===== src/sm4ks_ram.sv =====
// Generic single-write, single-read RAM with a registered read port.
module sm4ks_ram #(
  parameter int WIDTH = 32,
  parameter int DEPTH = 32
) (
  input  logic                     clk,
  input  logic                     we,
  input  logic [$clog2(DEPTH)-1:0] waddr,
  input  logic [WIDTH-1:0]         wdata,
  input  logic                     re,
  input  logic [$clog2(DEPTH)-1:0] raddr,
  output logic [WIDTH-1:0]         rdata
);

  logic [WIDTH-1:0] mem [DEPTH];

  always_ff @(posedge clk) begin
    if (we) begin
      mem[waddr] <= wdata;
    end
    // Read data holds while re is low, which lets the output stage stall.
    if (re) begin
      rdata <= mem[raddr];
    end
  end

endmodule


===== config.mk =====
export PLATFORM = sky130hd
export DESIGN_NAME = sm4ks_ram
export DESIGN_NICKNAME = d
export VERILOG_FILES = /design/src/sm4ks_ram.sv
export SDC_FILE = /design/constraint.sdc
export NUM_CORES = 1
export LEC_CHECK = 0
export ABC_AREA = 1
export BUFFER_PORTS_ARGS = -buffer_cell sky130_fd_sc_hd__buf_2
export CAP_MARGIN = 15
export CORE_MARGIN = 3
export CORE_UTILIZATION = 35
export CTS_BUF_LIST = sky130_fd_sc_hd__clkbuf_8
export CTS_CLUSTER_SIZE = 25
export DETAILED_ROUTE_END_ITERATION = 10
export HOLD_SLACK_MARGIN = 0.02
export PLACE_DENSITY = 0.48
export SLEW_MARGIN = 15
export SYNTH_ARGS = -nofsm -noshare
export SYNTH_HDL_FRONTEND = slang
export SYNTH_SLANG_ARGS = --single-unit

===== constraint.sdc =====
create_clock -name clk -period 2.2 [get_ports clk]
set_clock_uncertainty 0.05 [all_clocks]
set_input_delay 0.11 -clock clk [delete_from_list [all_inputs] [get_ports clk]]
set_output_delay 0.11 -clock clk [all_outputs]
set_load 0.005 [all_outputs]

==> results of run 1 <==
==> path summary, 6_finish.rpt <==
check | from | end | slack (ns) | cells past startpoint
min | re | rdata[6]$_DFFE_PP_ | 0.12 | 2
min reg2reg | mem[4][7]$_DFFE_PP_ | rdata[7]$_DFFE_PP_ | 0.75 | 8
max | waddr[1] | mem[16][11]$_DFFE_PP_ | 0.07 | 8
max reg2reg | mem[29][30]$_DFFE_PP_ | rdata[30]$_DFFE_PP_ | 0.47 | 9
==> timing repair <==
action / 4_1_cts / 5_1_grt
endpoints found under the hold margin: 1106 / 0
endpoints found under the setup margin: 0 / 1
hold buffers: 47 / 0
gates resized for setup: 0 / 1
==> sequential cells by signal, indices dropped and copies added, names as in the netlist <==
register,count
rdata,32
mem,1024
==> critical path, cell delays in order <==
cell and delay, ns:
dlygate4sd3_1 0.53, buf_2 0.13, inv_1 0.07, nand3_1 0.07, dlygate4sd3_1 0.56, buf_4 0.21
nor2_4 0.22, dlygate4sd3_1 0.70
==> power groups by stage <==
stage	Sequential (W)	Combinational, W	Clock [W]
3_5_place_dp	0.0230	0.00265	0
6_report	0.0226	0.00269	0.0158
5_1_grt	0.0226	0.00298	0.0171
4_1_cts	0.0226	0.00273	0.0162
3_3_place_gp	0.0230	0.00264	0
2_1_floorplan	0.0229	0.00154	0
==> cells in the final DEF (no fill, tap or decap) <==
| master | Yosys | layout |
|---|---|---|
| nand2_1 | 1440 | 1440 |
| edfxtp_1 | 1056 | 1056 |
| nand3_1 | 780 | 780 |
| clkbuf_8 | 0 | 186 |
| inv_1 | 7 | 73 |
| buf_2 | 83 | 72 |
| buf_12 | 0 | 68 |
| clkinv_1 | 0 | 51 |
| dlygate4sd3_1 | 0 | 47 |
| buf_4 | 24 | 43 |
| nor2_4 | 0 | 32 |
| clkinv_2 | 0 | 7 |
| inv_6 | 0 | 5 |
| diode_2 | 0 | 3 |
| inv_8 | 1 | 3 |
| clkinv_8 | 0 | 3 |
| clkinvlp_4 | 0 | 2 |
| buf_8 | 3 | 2 |
| clkinv_16 | 0 | 1 |
| inv_4 | 0 | 1 |
| inv_2 | 2 | 1 |
| buf_6 | 66 | 1 |
| buf_16 | 0 | 1 |
==> synth_stat cells <==
library cell / number / area [sq um]
inv_8: 1 / 11.3
nand3_1: 780 / 3900
inv_2: 2 / 7.51
buf_6: 66 / 743
buf_1: 18 / 67.6
nor2_1: 32 / 120
buf_4: 24 / 180
clkbuf_1: 24 / 90.1
nand2_1: 1440 / 5410
inv_1: 7 / 26.3
buf_8: 3 / 45.0
edfxtp_1: 1056 / 31700
buf_2: 83 / 415
==> per-stage QoR <==
stage | total power [W] | std cells | cell area, sq um | setup TNS (ns)
4_1_cts | 0.0415 | 5487 | 49200 | 0
2_1_floorplan | 0.0245 | 3536 | 42700 | -22.45
6_report | 0.0410 | 5490 | 49200 | 0
3_3_place_gp | 0.0256 | 5117 | 45600 | 0
5_1_grt | 0.0426 | 5489 | 49200 | 0
3_5_place_dp | 0.0256 | 5117 | 45600 | 0
==> cells by family after synthesis <==
family / count (synthesis)
buffers and inverters: 228
DFF: 1056
and+or+nand+nor: 2252
==> final cells by class <==
class | count | area [sq um] | share of cell area (%)
clock buffers | 186 | 2560 | 5.20
repair buffers | 234 | 2580 | 5.25
inverters | 10 | 78.8 | 0.160
clock inverters | 137 | 603 | 1.23
well taps | 1612 | 2020 | 4.10
flip-flops and latches | 1056 | 31700 | 64.4
diodes | 3 | 7.51 | 0.0152
multi-input cells | 2252 | 9670 | 19.6
==> routing by layer <==
layer	vias up	part of all wire, %
li1	12800	-
met1	13800	44
met2	731	49
met3	187	4.9
met4	0	2.0
met5	-	0
==> impl_results.md, run 1 <==
* Status: finished, final reports clean
* Largest net degree at the start of global routing at 139
* CTS clock-pin slew for the worst setup and hold paths at 0.06 ns
* Fin util at 40.8%
* CP max FO at 8
* Slew Limit Fails at 0
* Slew margin rel. at 46.6%
* Rows at 127
* Period minus WS final at 2.13 ns
* Chip height at 355 microns
* Mapped Cells at 3536
* Final period util at 96.8%
* Final setup fails at 0
* Mux share of post-synthesis cell area at 0%
* Syn nets at 3581
* Final nets at 3782
* P per Cell Area at 833 mW/mm^2
* P&R area growth vs syn at 15.2%
* Cell Area, Synth at 0.0427 sq mm
* Max Fclk at 470 MHz
* Nature of the critical path startpoint: input port
* Root Buffer: clkbuf_8
* Clk pwr share at 38.5%
* Die area at 0.126 sq mm
* Met1 GRT Util at 27.4%
* Gate power share at 6.5%
* Hold WS at 0.123 ns
* Grt met2 use at 34.0%
* Cell internal pwr at 0.0311 W
* Max-cap violations at 0
* Vias in the first global route at 26700
* # IOs at 77
* Fillers at 11500
* First-pass GRT wire length at 188000 microns
* Pre-CTS setup slack at 0.273 ns
* H-tree lvl count at 4
* Vias post-DR at 27500
* Vias per cell at 5.01
* Gr usage total at 20.3%
* Worst EP required at 2.68 ns
* Worst-margin pin slew at 0.802 ns
* Flop pwr share at 55.0%
* Distinct cells, synth at 13
* Setup CP Type: input port to flip-flop
* Number of routed nets with antenna violations at 0
* Die X at 355 microns
* Sw Ratio at 24.3%
* Mean Syn Cell Area at 12.1 sq um
* WL/cell at 23.5 microns
* CP endpoint kind: flip-flop
* Initial core utilization at 35.4%
* Critical path arrival at 2.61 ns
* DR pass1 iterations at 7
* Total wire length at 129000 microns
* Hold WC Path Type: input port to flip-flop
* Worst setup margin at 0.0709 ns
* Post-detail-place hpwl at 62800 microns
* RSZ-0062 raised after global routing: no
* Post-synthesis compound-gate area fraction at 0%
* NetSw at 0.00997 W
* Synth Area in Simple Gates at 22.1%
* DRC violations left at 0
* Leakage power at 18.0 nW
* Max Root-Sink Buffers at 3
* Final GP Congestion at 0.728
* I/O Buffers at 76
* Worst-skew pair later-pin latency at 0.85 ns
* Fraction of layout cells with a size suffix above 1 at 11.0%
* Peak supply drop at 434 uV
* Sequential share of the synthesized area at 74.2%
* Initial antenna violation count at 6
* 1st-iter DRT viols at 2405
* Setup Buffers After CTS at 0
* Total CTS buffers at 183
* Grt ovf at 0
* Xor/xnor share of the synthesized area at 0%
* Hold Violations, Final at 0
* GR peak layer: met2
* Sink Count at 1056
* Yosys reg bits at 1056
* TritonCTS clock tree: yes
* Global-route met3 utilization at 3.09%
* YS warnings at 0
* Post-synthesis adder-cell area fraction at 0%
* Main combinational cell family by area after synthesis: simple AND/OR/NAND/NOR gates
* Core area at 0.121 sq mm
Power figures use the tool's default switching activity.
==> run 2: changes to the inputs <==
--- a/config.mk
+++ b/config.mk
@@ -7,14 +7,13 @@
 export LEC_CHECK = 0
 export ABC_AREA = 1
 export BUFFER_PORTS_ARGS = -buffer_cell sky130_fd_sc_hd__buf_2
-export CAP_MARGIN = 15
 export CORE_MARGIN = 3
 export CORE_UTILIZATION = 35
 export CTS_BUF_LIST = sky130_fd_sc_hd__clkbuf_8
 export CTS_CLUSTER_SIZE = 25
 export DETAILED_ROUTE_END_ITERATION = 10
 export HOLD_SLACK_MARGIN = 0.02
-export PLACE_DENSITY = 0.48
+export PLACE_DENSITY = 0.46
 export SLEW_MARGIN = 15
 export SYNTH_ARGS = -nofsm -noshare
 export SYNTH_HDL_FRONTEND = slang
==> constraint.sdc (replaced) <==
create_clock -name clk -period 2 [get_ports clk]
set_clock_uncertainty 0.05 [all_clocks]
set_input_delay 0.1 -clock clk [delete_from_list [all_inputs] [get_ports clk]]
set_output_delay 0.1 -clock clk [all_outputs]
set_load 0.005 [all_outputs]
==> run 2 against run 1 <==
- clock power is 13% higher
- global-route usage is 0.32 points higher
- critical path depth decreased by 1
- sequential share of layout area shrank 0.87 points
- design area increased by 1.4%
- utilization grew 0.56 points
- combinational power is 16% higher
- sequential power increased by 9.7%
- critical endpoint is now mem[23][0]$_DFFE_PP_
==> impl_results.md, run 2 (synthesis results as in run 1) <==
* P&R area growth vs syn at 16.8%
* Fin util at 41.4%
* Root Buffer: clkbuf_8
* Final period util at 95.2%
* Max Root-Sink Buffers at 3
* DRC violations left at 0
* Critical path arrival at 2.37 ns
* Most frequent cells in the layout: nand2_1 (1440), edfxtp_1 (1056), nand3_1 (780), clkbuf_8 (186), buf_12 (84)
* WL/cell at 23.7 microns
* Worst-skew pair later-pin latency at 0.85 ns
* Setup CP Type: input port to flip-flop
* CTS clock-pin slew for the worst setup and hold paths at 0.06 ns
* Vias per cell at 5.01
* Gr usage total at 20.6%
* Core area at 0.121 sq mm
* I/O Buffers at 76
* Worst EP required at 2.47 ns
* Vias in the first global route at 27100
* CP endpoint kind: flip-flop
* Max Fclk at 525 MHz
* Total wire length at 131000 microns
* TritonCTS clock tree: yes
* Total CTS buffers at 184
* Rows at 127
* First-pass GRT wire length at 190000 microns
* Max reg flops at 1024
* Grt ovf at 0
* Final setup fails at 0
* DR pass1 iterations at 5
* Fin cells at 5530
* Slew Limit Fails at 0
* Chip height at 355 microns
* Final GP Congestion at 0.754
* Peak supply drop at 484 uV
* Total power at 0.0458 W
* Nature of the critical path startpoint: input port
* Hold WS at 0.281 ns
* 1st-iter DRT viols at 2201
* Sink Count at 1056
* H-tree lvl count at 4
* Slew margin rel. at 57.2%
* Largest Register: mem
* Hold Violations, Final at 0
* Final nets at 3826
* RSZ-0062 raised after global routing: no
* Fillers at 11400
* Die area at 0.126 sq mm
* # IOs at 77
* Commonest non-fill, non-tap cell in the layout: nand2_1
* Die X at 355 microns
* Vias post-DR at 27700
* CP max FO at 15
* Largest net degree at the start of global routing at 88
* Max-cap violations at 0
* Leakage power at 18.4 nW
* P per Cell Area at 917 mW/mm^2
* Initial core utilization at 35.4%
* Number of routed nets with antenna violations at 0
* Fraction of layout cells with a size suffix above 1 at 12.5%
* Setup TNS at 0 ns
* Post-detail-place hpwl at 68200 microns
* Worst-margin pin slew at 0.642 ns
* Status: finished, final reports clean
* # placed instances at 5150
* Initial antenna violation count at 4
* Biggest regs: mem (1024), rdata (32)
* Hold WC Path Type: input port to flip-flop
* Period minus WS final at 1.90 ns
==> run 2: cell count changes in the layout (fill, tap and decap cells not counted), sizes merged <==
cell,before,now
clkinvlp,2,6
dlygate4sd3,47,50
inv,83,76
clkbuf,186,188
bufinv,0,3
diode,3,2
buf,187,223
dlymetal6s4s,0,1
clkinv,62,61
==> run 2: power by group <==
group / total (W) / leakage, nW / switching [W] / internal (W)
Clock: 0.0178 / 1.88 / 0.00879 / 0.00903
Combinational: 0.00312 / 6.93 / 0.00217 / 0.000952
Sequential: 0.0248 / 9.55 / 0.000105 / 0.0247
Total: 0.0458 / 18.4 / 0.0111 / 0.0347
==> run 2: critical path, cell delays in order <==
cell and delay [ns]:
dlygate4sd3_1 0.56, buf_2 0.17, inv_1 0.11, nand3_1 0.10, dlygate4sd3_1 0.69, nor2_4 0.37
buf_12 0.24
==> run 2: area by class of cell <==
| cell class | instances | area [sq um] | area share (%) |
|---|---|---|---|
| flip-flops and latches | 1056 | 31700 | 63.5 |
| multi-input cells | 2252 | 9670 | 19.4 |
| repair buffers | 276 | 3160 | 6.33 |
| clock buffers | 186 | 2560 | 5.13 |
| well taps | 1612 | 2020 | 4.04 |
| clock inverters | 135 | 689 | 1.38 |
| inverters | 10 | 78.8 | 0.158 |
| repair inverters | 1 | 11.3 | 0.0226 |
| diodes | 2 | 5.00 | 0.0100 |
==> run 2: through the flow <==
step | setup slack [ns] | area, sq um
after floorplan | -0.226 | 42700
after global placement | 0.177 | 46000
after detailed placement | 0.187 | 46000
after CTS | 0.0565 | 49800
after global routing | 0.0314 | 49900
final | 0.0962 | 49900
==> run 2: metal layers <==
metal / share of wire, % / routed length (microns) / global-route usage, % / up-vias
met5: 0 / 0 / 0 / -
li1: - / - / - / 12900
met2: 47 / 62100 / 33.4 / 680
met3: 4.4 / 5800 / 3.22 / 215
met4: 2.5 / 3220 / 6.17 / 0
met1: 46 / 59700 / 28.6 / 13900
==> run 2: what timing repair did <==
action / CTS / global route
setup endpoints to repair: 0 / 3
setup buffers: 0 / 3
resized for setup: 0 / 4
hold buffers: 51 / 0
hold endpoints to repair: 1124 / 0
==> run 2: path summary, 6_finish.rpt <==
check / startpoint / endpoint / slack (ns) / cells past startpoint
max reg2reg: mem[9][20]$_DFFE_PP_ / rdata[20]$_DFFE_PP_ / 0.23 / 9
min reg2reg: mem[8][6]$_DFFE_PP_ / rdata[6]$_DFFE_PP_ / 0.77 / 8
min: wdata[19] / mem[25][19]$_DFFE_PP_ / 0.28 / 2
max: waddr[3] / mem[23][0]$_DFFE_PP_ / 0.1 / 7
